===== config.mk =====
export PLATFORM = sky130hd
export DESIGN_NAME = cbp_ram
export DESIGN_NICKNAME = d
export VERILOG_FILES = /design/src/hdl/correlating_branch_predictor_defines.svh /design/src/hdl/cbp_ram.sv
export SDC_FILE = /design/constraint.sdc
export NUM_CORES = 2
export LEC_CHECK = 0
export BUFFER_PORTS_ARGS = -buffer_cell sky130_fd_sc_hd__buf_4
export CAP_MARGIN = 20
export CORE_AREA = 2 2 377 379
export DETAILED_ROUTE_END_ITERATION = 10
export DIE_AREA = 0 0 379 381
export PLACE_DENSITY = 0.75
export RECOVER_POWER = 100
export SLEW_MARGIN = 0
export SYNTH_ARGS = -nofsm -noshare
export SYNTH_HDL_FRONTEND = slang
export SYNTH_SLANG_ARGS = --single-unit

===== constraint.sdc =====
create_clock -name clk -period 2.4 [get_ports clk]
set_input_delay 0.48 -clock clk [delete_from_list [all_inputs] [get_ports clk]]
set_output_delay 0.48 -clock clk [all_outputs]
set_load 0.01 [all_outputs]

===== src/hdl/correlating_branch_predictor_defines.svh =====
// assertion macros used by the predictor module
`ifndef CORRELATING_BRANCH_PREDICTOR_DEFINES_SVH
`define CORRELATING_BRANCH_PREDICTOR_DEFINES_SVH

// checked on every rising edge outside reset
`define CBP_ASSERT(lbl, prop, msg) \
  lbl: assert property (@(posedge clk) disable iff (!rst_n) prop) else $error(msg);

// checked on every rising edge, reset included
`define CBP_ASSERT_ALWAYS(lbl, prop, msg) \
  lbl: assert property (@(posedge clk) prop) else $error(msg);

`endif


===== src/hdl/cbp_ram.sv =====
module cbp_ram #(
  parameter int WIDTH = 8,
  parameter int DEPTH = 256
) (
  input  logic                     clk,
  input  logic                     we,
  input  logic [$clog2(DEPTH)-1:0] waddr,
  input  logic [WIDTH-1:0]         wdata,
  input  logic                     re,
  input  logic [$clog2(DEPTH)-1:0] raddr,
  output logic [WIDTH-1:0]         rdata
);

  logic [WIDTH-1:0] mem [DEPTH];
  logic [WIDTH-1:0] rdata_r;

  // write port
  always_ff @(posedge clk) begin
    if (we) begin
      mem[waddr] <= wdata;
    end
  end

  // registered read, old data on a same-address write
  always_ff @(posedge clk) begin
    if (re) begin
      rdata_r <= mem[raddr];
    end
  end

  assign rdata = rdata_r;

endmodule


-- After elaboration in Yosys (flattened, before gate mapping)
Memories as Yosys holds them, arrays and structs flattened. A register that Yosys moved wholly into a read port is not among the register bits.
Cells that the tools add are included.
Widths: inputs -> output; s select.
- memory bits (writable): 2048
- logic and storage cells: 3
- input port bits: 27
- memories: 1
- output and inout bits: 8
- bits in registers: 0
- mux-type cells: 2
- memory list (memory ; words ; width ; read ports ; clocked after memory_dff ; write ports ; line ; RTL):
    mem ; 256 ; 8 ; 1 ; 1 ; 1 ; cbp_ram.sv:14 ; logic [WIDTH-1:0] mem [DEPTH];
- operator list (operator ; count):
    $mux 1 ; 2

-- Depth between registers and ports, before layout
- depth after elaboration: 2
- mapped depth: 11
- depth with buffers taken out: 6

-- Least setup slack after synthesis
OpenSTA, ideal clock, no wires.
- path type: input -> register
- start point: input raddr[0]
- end point: register rdata_r[2] (netlist: rdata[2]), read port of mem (data pin)
- stages: 9
- setup slack: -0.156 ns
- library setup time: 0.269 ns
- data arrival time: 2.287 ns
- cells stage by stage: buf_6 buf_12 buf_8 buf_2 mux4_2 a22oi_1 a21oi_1 nor4_1 nor4_2
- RTL lines (element ; line ; RTL):
    from (decl) ; cbp_ram.sv:10 ; input logic [$clog2(DEPTH)-1:0] raddr,
    to (decl) ; cbp_ram.sv:15 ; logic [WIDTH-1:0] rdata_r;

-- Worst setup path after layout
- start point: input waddr[0]
- end point: memory mem[121][0] (enable)
- RTL lines (element ; line ; RTL):
    from (decl) ; cbp_ram.sv:7 ; input logic [$clog2(DEPTH)-1:0] waddr,
    to (decl) ; cbp_ram.sv:14 ;
No word-level cell before the write port.

==> results.md <==
* Status: finished, violations left
* Failing checks: capacitance limit, slew limit, setup timing
* Sequential fraction of the synthesis area at 77.5%
* Design Power at 74.7 mW
* GRT overflow at 0
* Critical path class: in -> reg
* CP Capture Type: register
* First-iteration detailed-routing DRC count at 6,362
* DRT Pass-1 Iters at 5
* VDD IR-drop max at 0.777 mV
* Worst setup SP type: primary input
* GRT Total Usage at 28.0%
* FP Rows at 138
* Period utilisation layout at 105%
* Final setup violation count at 153
* Commonest non-fill, non-tap cell in the layout: edfxtp_1
* Routed vias at 42,400
* Die width at 379 um
* First-pass GRT wire length at 290 mm
* CTS tree: done
* Syn Area/Cell at 21.3 um^2
* H-tree levels at 4
* EDFF count, synth at 2,056
* DR WL/cell at 31.0 um
* Layout area overhead at 16.3%
* Residual DRC at 0
* Worst path cell trace: clkbuf_1 -> nor2b_1 -> clkbuf_1 -> nand3_1 -> dlymetal6s2s_1 -> nor2_1 -> buf_4
* Vias per cell at 6.54
* Critical Path Max Stage Delay at 1260 ps
* Top FF cell, synth: edfxtp_1
* Slowest-stage cell, CP: dlymetal6s2s_1
* WL final at 201 mm
* Largest net degree at the start of global routing at 86
* Synth Register Bits at 2,056
* Pwr/cell area at 807 nW/um^2
* Synth warn at 0
* Fin util at 65.9%
* Root Driver: clkbuf_16
* Global placer's final weighted congestion at 0.879
* Clock-pin slew on the worst setup and hold paths at 60 ps
* Distinct cell type count after synthesis at 54
* Setup tns final at -6070 ps
* Clock Tree Buf Depth at 3
* Hold_buf cts at 0
* Fin nets at 4,459
* PortBufs at 34
* Req. time, crit path at 2990 ps
* Clock Latency Late Sink at 840 ps
* CP delay by family, top: buffers and inverters
* Commonest non-fill, non-tap cells in the layout: edfxtp_1 (2,056), mux4_2 (454), buf_4 (304), clkbuf_1 (281), nor2_1 (278)
* Cell mode on critical path: clkbuf_1
* Leakage at 29.4 nW
* Max-cap viol count at 7
* Final Hold Fails at 0
* Unrepaired setup endpoints after global routing: true
* CTS sink cnt at 2,056
* Syn nets at 3,760
* Initial antenna violation count at 14
* Skew final at 41.3 ps
* Die height at 381 um
* WP data arrival at 3120 ps
* Cell count after synthesis at 3,733
* Slew headroom at -57.5%
* Final WS setup at -129 ps
* Total CTS buffers at 197
* Fmax achieved at 0.395 GHz
* Async set-reset flop share out of synthesis at 0%
* Vias in the first global route at 42,400
* Detail Placement HPWL at 126 mm
* CP bufs+invs at 4
* Final Max Tran Viols at 369
* # fillers at 8,920
* Hold Worst Slack at 320 ps
* ANT nets after route at 0
* Die Area at 144,000 um^2
* Worst-Margin Slew at 2360 ps
* Starting Density at 56.7%
* Minimum clock period at 2530 ps
* Core Region at 141,000 um^2
* # IOs at 35
* Layout cells sized above 1 at 27.8%
* CP max FO at 13
* Hold Crit Class: in -> reg
* Netlist Area Pre-Place at 79,600 um^2
## synthesized netlist by cell type (24+ instances only)
| library cell | n | area share, % |
|---|---|---|
| nand3_1 | 34 | 0.21 |
| a22oi_1 | 133 | 1.3 |
| edfxtp_1 | 2056 | 78 |
| nand2_1 | 33 | 0.16 |
| buf_2 | 31 | 0.19 |
| a21oi_1 | 96 | 0.60 |
| mux2i_1 | 134 | 1.7 |
| nor2b_1 | 31 | 0.24 |
| mux4_2 | 454 | 13 |
| o221ai_1 | 46 | 0.51 |
| o22ai_1 | 28 | 0.22 |
| buf_4 | 27 | 0.25 |
| nor2_1 | 282 | 1.3 |
| nor4_1 | 24 | 0.19 |
| clkbuf_1 | 111 | 0.52 |
## through the flow
stage / std cells / worst slack (ps) / instance area (um^2)
finish: 6491 / -129 / 92700
global route: 6485 / -139 / 92600
CTS: 6476 / -55.1 / 93900
detailed placement: 6113 / -1660 / 87200
global placement: 6113 / -1620 / 87100
floorplan: 3733 / -37.4 / 79900
## cell type report
class / count / area [um^2] / share of cell area, %
Timing Repair Buffer: 733 / 5280 / 5.70
Clock inverter: 128 / 1250 / 1.35
Inverter: 2 / 7.51 / 0.00810
Sequential cell: 2056 / 61700 / 66.6
Tap cell: 1890 / 2360 / 2.55
Clock buffer: 233 / 5170 / 5.58
Multi-Input combinational cell: 1442 / 16800 / 18.2
Antenna cell: 7 / 17.5 / 0.0189
## per-layer routing
| layer | global-route usage (%) | up-vias | share of wire (%) |
|---|---|---|---|
| met2 | 44.2 | 2852 | 48 |
| met3 | 6.40 | 542 | 12 |
| met4 | 11.5 | 12 | 4.5 |
| met1 | 38.3 | 21900 | 35 |
| li1 | - | 17100 | - |
| met5 | 0 | - | 0.041 |
## worst min-delay path, stage by stage
cell,delay (ps)
buf_4,160
nand3_1,170
nor2_1,130
## timing repair
item                       CTS  global route
pin swaps                   12            13
gates resized for setup     49            21
setup endpoints to repair    8             8
buffers inserted             0             7
cloned                       2             2
## logic make-up (layout without fill, tap and decap cells)
| logic type | count (synthesis) | after routing | synth area share, % |
|---|---|---|---|
| other | 0 | 7 | 0 |
| DFF | 2056 | 2056 | 77.5 |
| buffers and inverters | 235 | 1096 | 1.83 |
| AOI/OAI and AO/OA | 385 | 385 | 3.42 |
| muxes | 591 | 591 | 14.6 |
| and+or+nand+nor | 466 | 466 | 2.63 |
## report_power, final
group          internal, mW  switching [mW]  total [mW]
sequential             39.6          0.0761        39.7
combinational          1.65            2.48        4.12
clock                  17.7            13.2        30.9
## path summary, 6_finish.rpt
kind                                      startpoint                     to  slack (ps)  cells after the start
worst max-delay path                        waddr[0]  mem[121][0]$_DFFE_PP_        -130                      7
worst min-delay path                        waddr[1]  mem[147][3]$_DFFE_PP_         320                      3
worst max register to register  mem[71][2]$_DFFE_PP_     rdata[2]$_DFFE_PP_        -110                      6
worst min register to register  mem[40][3]$_DFFE_PP_     rdata[3]$_DFFE_PP_        1180                      7
## registers in the layout, summed over array words and instances, names as in the netlist
register,flops
rdata,8
mem,2048
No activity file was read; power rests on OpenSTA's default activity.
