--- src/hdl/correlating_branch_predictor_defines.svh ---
// assertion macros used by the predictor module
`ifndef CORRELATING_BRANCH_PREDICTOR_DEFINES_SVH
`define CORRELATING_BRANCH_PREDICTOR_DEFINES_SVH

// checked on every rising edge outside reset
`define CBP_ASSERT(lbl, prop, msg) \
  lbl: assert property (@(posedge clk) disable iff (!rst_n) prop) else $error(msg);

// checked on every rising edge, reset included
`define CBP_ASSERT_ALWAYS(lbl, prop, msg) \
  lbl: assert property (@(posedge clk) prop) else $error(msg);

`endif

--- src/hdl/cbp_pkg.sv ---
package cbp_pkg;

  // default sizes of history, address index and counters
  localparam int MAX_HISTORY_BITS_DEF = 4;
  localparam int MAX_INDEX_BITS_DEF   = 8;
  localparam int MAX_COUNTER_BITS_DEF = 4;

  // fixed field widths
  localparam int ADDR_W       = 32;
  localparam int COUNT_W      = 32;
  localparam int ENTRIES_W    = 13;
  localparam int HIST_CFG_W   = 3;
  localparam int CTR_CFG_W    = 3;
  localparam int INDEX_CFG_W  = 4;
  localparam int CFG_IDX_W    = 2;
  localparam int CFG_DATA_W   = 4;

  // configuration register indexes
  localparam logic [CFG_IDX_W-1:0] REG_HISTORY_BITS = 2'd0;
  localparam logic [CFG_IDX_W-1:0] REG_COUNTER_BITS = 2'd1;
  localparam logic [CFG_IDX_W-1:0] REG_INDEX_BITS   = 2'd2;

  // flags from the counter update logic
  typedef struct packed {
    logic pred;
    logic miss;
    logic first_touch;
  } cbp_upd_flags_t;

endpackage

--- src/hdl/cbp_ctr_update.sv ---
module cbp_ctr_update
  import cbp_pkg::*;
#(
  parameter int MAX_COUNTER_BITS = MAX_COUNTER_BITS_DEF
) (
  input  logic [CTR_CFG_W-1:0]      counter_bits,
  input  logic [MAX_COUNTER_BITS:0] word_in,
  input  logic                      taken,
  output logic [MAX_COUNTER_BITS:0] word_out,
  output cbp_upd_flags_t            flags
);

  logic [3:0]                  n_eff;
  logic [MAX_COUNTER_BITS-1:0] full;
  logic [MAX_COUNTER_BITS-1:0] top;
  logic [MAX_COUNTER_BITS-1:0] ctr;
  logic [MAX_COUNTER_BITS-1:0] step;
  logic [MAX_COUNTER_BITS-1:0] ctr_nxt;
  logic                        valid_in;
  logic                        pred;
  logic                        miss;

  // effective counter width, clamped to one and the maximum
  always_comb begin
    if (counter_bits == '0) begin
      n_eff = 4'd1;
    end else if ({1'b0, counter_bits} > 4'(MAX_COUNTER_BITS)) begin
      n_eff = 4'(MAX_COUNTER_BITS);
    end else begin
      n_eff = {1'b0, counter_bits};
    end
  end

  // width mask and top bit
  always_comb begin
    for (int i = 0; i < MAX_COUNTER_BITS; i++) begin
      full[i] = (4'(i) < n_eff);
      top[i]  = (4'(i) == (n_eff - 4'd1));
    end
  end

  // untouched entries read as zero
  assign valid_in = word_in[MAX_COUNTER_BITS];
  assign ctr      = valid_in ? (word_in[MAX_COUNTER_BITS-1:0] & full) : '0;
  assign pred     = |(ctr & top);
  assign miss     = (pred != taken);

  // hit drives to the extreme, miss steps and jumps on a top bit flip
  always_comb begin
    step = taken ? (ctr + 1'b1) : (ctr - 1'b1);
    if (!miss) begin
      ctr_nxt = taken ? full : '0;
    end else if (taken) begin
      ctr_nxt = (|(step & top)) ? full : step;
    end else begin
      ctr_nxt = (|(step & top)) ? step : '0;
    end
  end

  assign word_out          = {1'b1, ctr_nxt & full};
  assign flags.pred        = pred;
  assign flags.miss        = miss;
  assign flags.first_touch = !valid_in;

endmodule

--- config.mk ---
export PLATFORM = sky130hd
export DESIGN_NAME = cbp_ctr_update
export DESIGN_NICKNAME = d
export VERILOG_FILES = /design/src/hdl/correlating_branch_predictor_defines.svh /design/src/hdl/cbp_pkg.sv /design/src/hdl/cbp_ctr_update.sv
export SDC_FILE = /design/constraint.sdc
export NUM_CORES = 1
export LEC_CHECK = 0
export BUFFER_PORTS_ARGS = -buffer_cell sky130_fd_sc_hd__buf_2
export CAP_MARGIN = 10
export CORE_AREA = 10 10 47 49
export DETAILED_ROUTE_END_ITERATION = 7
export DIE_AREA = 0 0 57 59
export MAX_ROUTING_LAYER = met4
export PLACE_DENSITY = 0.58
export SLEW_MARGIN = 30
export SYNTH_ARGS = -nofsm -noshare
export SYNTH_HDL_FRONTEND = slang
export SYNTH_SLANG_ARGS = --single-unit
--- constraint.sdc ---
create_clock -name vclk -period 2.64
set_clock_uncertainty 0.05 [all_clocks]
set_input_delay 0.396 -clock vclk [all_inputs]
set_output_delay 0.396 -clock vclk [all_outputs]
set_load 0.02 [all_outputs]
== Yosys cells after proc, flatten, opt, wreduce, memory -nomap -nowiden ==
Cells that the tools add are included.

* Register bits: 0
* Latch bits: 0
* Bits in writable memories: 0
* Memory bits (read-only): 0
* Input port bits: 9
* Word-level logic and storage cells: 30
* Memories: 0

* $add $sub $neg: 3
* Multiply operators: 0
* Div/mod/pow operators: 0
* $lt $le $gt $ge: 5
* Equal/unequal tests: 4
* Shift-type cells: 0
* Multiplexer cells: 9
* Bitwise logic cells: 4
* Reduce and logical (&&, ||, !) cells: 5

{| class="wikitable"
|+ Operator list
! cell !! number
|-
| 2-to-1 mux 4 bit || 7
|-
| bitwise AND 4 bit || 4
|-
| equality test 2 x 4 -> 1 bit, first input constant || 2
|-
| < comparator 1 x 4 -> 1 bit, first input constant || 2
|-
| < comparator 2 x 4 -> 1 bit, first input constant || 2
|-
| OR reduction 4 bit || 2
|-
| subtractor 4 x 1 -> 4 bit, second input constant || 2
|-
| 2-to-1 mux 3 bit || 2
|-
| adder 4 x 1 -> 4 bit, second input constant || 1
|-
| equality test 1 x 4 -> 1 bit, first input constant || 1
|-
| logical NOT 4 bit || 1
|-
| > comparator 3 bit, second input constant || 1
|-
| logical NOT 3 bit || 1
|-
| logical NOT 1 bit || 1
|-
| != test 1 bit || 1
|}

== Logic depth before layout (Yosys ltp) ==
* Depth after elaboration: 14
* Depth in mapped cells: 8

== Worst setup path before layout ==
Ideal clock, no wire load.

* Path type: input-to-output
* Start point: input port counter_bits[1]
* End point: output port word_out[1]
* Arrival time: 2,036 ps
* Data required time: 2,194 ps
* Setup slack: 158 ps
* Stages: 8
* Buffers on the path: 0
* Path through: nor2_1 > nor2_1 > ha_1 > a31o_2 > a21oi_1 > xnor2_1 > o2111ai_1 > a31oi_1

* Cells in the longest elaborated chain, start to end: 14
* Elaborated cells on any way between the ends: 29

{| class="wikitable"
|+ RTL lines
! item !! line !! text
|-
| start, declared || cbp_ctr_update.sv:6 || <nowiki>input logic [CTR_CFG_W-1:0] counter_bits,</nowiki>
|-
| > comparator 3 bit || cbp_ctr_update.sv:27 || <nowiki>end else if ({1'b0, counter_bits} > 4'(MAX_COUNTER_BITS)) begin</nowiki>
|-
| 2-to-1 mux 3 bit || cbp_ctr_update.sv:27 ||
|-
| 2-to-1 mux 3 bit (*) || cbp_ctr_update.sv:25 || <nowiki>if (counter_bits == '0) begin</nowiki>
|-
| < comparator 1 x 4 -> 1 bit / < comparator 2 x 4 -> 1 bit (equally long branches) || cbp_ctr_update.sv:37 || <nowiki>full[i] = (4'(i) < n_eff);</nowiki>
|-
| bitwise AND 4 bit || cbp_ctr_update.sv:44 || <nowiki>assign ctr = valid_in ? (word_in[MAX_COUNTER_BITS-1:0] & full) : '0;</nowiki>
|-
| 2-to-1 mux 4 bit || cbp_ctr_update.sv:44 ||
|-
| subtractor 4 x 1 -> 4 bit / adder 4 x 1 -> 4 bit (equally long branches) || cbp_ctr_update.sv:50 || <nowiki>step = taken ? (ctr + 1'b1) : (ctr - 1'b1);</nowiki>
|-
| 2-to-1 mux 4 bit || cbp_ctr_update.sv:50 ||
|-
| bitwise AND 4 bit || cbp_ctr_update.sv:54, cbp_ctr_update.sv:56 ||
|-
| OR reduction 4 bit || cbp_ctr_update.sv:54, cbp_ctr_update.sv:56 ||
|-
| 2-to-1 mux 4 bit, on equally long branches || cbp_ctr_update.sv:56, cbp_ctr_update.sv:54 ||
|-
| 2-to-1 mux 4 bit || cbp_ctr_update.sv:53 || <nowiki>end else if (taken) begin</nowiki>
|-
| 2-to-1 mux 4 bit || cbp_ctr_update.sv:51 || <nowiki>if (!miss) begin</nowiki>
|-
| bitwise AND 4 bit (*) || cbp_ctr_update.sv:60 || <nowiki>assign word_out = {1'b1, ctr_nxt & full};</nowiki>
|-
| end, declared || cbp_ctr_update.sv:9 || <nowiki>output logic [MAX_COUNTER_BITS:0] word_out,</nowiki>
|}

Mark *: on every way between the ends. The rest lies on a longest branch, timed or not.

== Worst setup path after layout ==
* Start point: input port counter_bits[1]
* End point: output port word_out[0]

Same word-level chain as after synthesis.

==> out/metrics.csv <==
metric,value,unit
status,"complete, no violations",
met3_length,38,µm
tns,0,ps
hold_depth,4,
synthCells,48,
post_drt_via_cell_ratio,4.66,
postRouteAntennaNets,0,
nFillCells,160,
swShare,0.509,
fin_ws,72.0,ps
rows,14,
cts_hold_buf,0,
fin_crit_sh,0.973,
gr-total-overflow,0,
cp_slowest_cell,ha_1,
ir_drop,69.5,µV
min-delay-start,taken,
maxCapViolations,0,
syn_to_final_growth,84.2,%
pwr-share-seq,0,
final_cell_mix,"buf_4 (17), buf_2 (10), nand2_1 (5)",
place_inst,90,
crit_path_end_kind,primary output,
p_int,0.0000670,W
hold_viol,0,
period_needed,2570,ps
synth.avg_cell_area,6.59,µm²
grt_pass1_vias,425,
top_layer_used,met3,
port_buffers,16,
die-height,59,µm
drive_gt1_frac,0.560,
synth_top_area_share,0.111,
cp_common_cell,o211ai_1,
wl_met1,391,µm
grt_pass1_wl,1730,µm
met2_length,596,µm
cp_slowest_stage_delay,370,ps
num_vias,424,
syn-num-nets,60,
synth_top_cell_by_area,xnor2_1,
routedWlPerCell,11.3,µm
place.gp.congestion,0.756,
crit_required,2190,ps
dpl.hpwl,901,µm
grt_start_max_net_pins,9,
min_path_type,primary input to primary output,
die_area,3360,µm²
regArea,0,µm²
io_pins,17,
final_cells,91,
cp_cell_sequence,buf_6 > a21oi_2 > nor2_1 > ha_1 > xnor2_2 > a21oi_1 > a211o_1 > o211ai_1 > o211ai_1 > buf_4,
powerDensity,234,nW/µm²
wirelength,1030,µm
final_common_cell,buf_4,
leakage,0.288,nW
design.seq.count,0,
timing.final.max_slew_violations,0,
clkbuf_count,0,
fmax,389,MHz
path_class,primary input to primary output,
yosysWarnings,0,
syn-cell-area,317,µm²
seq_area_frac_synth,0,
cp-start-kind,primary input,
drt_iter0_drc,5,
antenna_found_initial,0,
setup_viol,0,
track_usage,0.0582,
drc,0,
min_to,word_out[0],
pwr-share-clk,0,
nNetsFinal,89,
switchingPower,0.0000694,W
antenna_cells,0,
yosys-top-cells-area,"xnor2_1 (11%), nor2_1 (8.3%), ha_1 (7.9%)",
ys_types,18,
core_region_area,1400,µm²
fin_util,0.416,
combPwrFrac,1.000,
cp_data_arrival_time,2120,ps
drt_first_pass_iters,4,
finalPower,0.000136,W
pre_cts_ws,-58.3,ps
start_util,0.226,
die_x,57,µm
critPathMaxFanout,4,
cells by family after synthesis:
| logic type | count (synthesis) | share of synthesized area |
|---|---|---|
| compound gates | 17 | 0.387 |
| simple gates | 13 | 0.154 |
| buf+inv | 8 | 0.130 |
| xor+xnor | 4 | 0.111 |
| fa+ha+maj | 4 | 0.174 |
| mux | 1 | 0.0316 |
| other cells | 1 | 0.0118 |
through the flow:
stage          hold WS, ps  cell area, µm²
2_1_floorplan          845             317
3_3_place_gp          1160             492
3_5_place_dp          1160             492
4_1_cts               1160             512
5_1_grt               1190             583
6_report              1160             583
worst max-delay path by stage:
| stage | startpoint | to | slack (ps) | depth (start not counted) |
|---|---|---|---|---|
| after floorplan | counter_bits[1] | word_out[1] | 160 | 8 |
| after global placement | counter_bits[2] | word_out[0] | -50 | 10 |
| after detailed placement | counter_bits[2] | word_out[0] | -60 | 10 |
| after CTS | counter_bits[1] | word_out[0] | 8 | 10 |
| after global routing | counter_bits[0] | word_out[0] | -50 | 10 |
| final | counter_bits[1] | word_out[0] | 70 | 10 |
cells in the mapped netlist:
library cell	count
o21ai_0	4
a21oi_1	3
mux2i_1	1
o211ai_1	2
a31o_2	1
nor2_1	7
a211o_1	2
fa_1	1
inv_1	5
xnor2_1	4
nand2_1	6
conb_1	1
ha_1	2
o2111ai_1	2
a31oi_1	2
buf_4	3
a21oi_4	1
maj3_1	1
cell type report:
type,count,area (µm²),area share
repair buffers,30,211,0.363
multi-input cells,40,333,0.571
inverters,5,18.8,0.0322
well taps,16,20.0,0.0343
what timing repair did:
item	CTS	global route
hold endpoints to repair	0	0
endpoints found under the setup margin	3	3
pin swaps	3	12
setup buffers	0	1
resized for setup	5	19
critical path, delay by kind of cell:
family          cells  cell delay, ps
xor+xnor            1             160
fa+ha+maj           1             370
compound gates      5             850
buf+inv             2             270
simple gates        1              70
power groups by stage:
| stage | sequential (W) | combinational, W | clock, W |
|---|---|---|---|
| after floorplan | 0 | 0.0000701 | 0 |
| after detailed placement | 0 | 0.000115 | 0 |
| after global placement | 0 | 0.000114 | 0 |
| after global routing | 0 | 0.000150 | 0 |
| final | 0 | 0.000136 | 0 |
| after CTS | 0 | 0.000121 | 0 |
per-layer routing:
layer,global-route usage,up-vias
met5,-,-
met4,0,0
met3,0.00644,0
met2,0.119,6
met1,0.0606,196
li1,-,222
No activity file was read; power rests on OpenSTA's default activity.
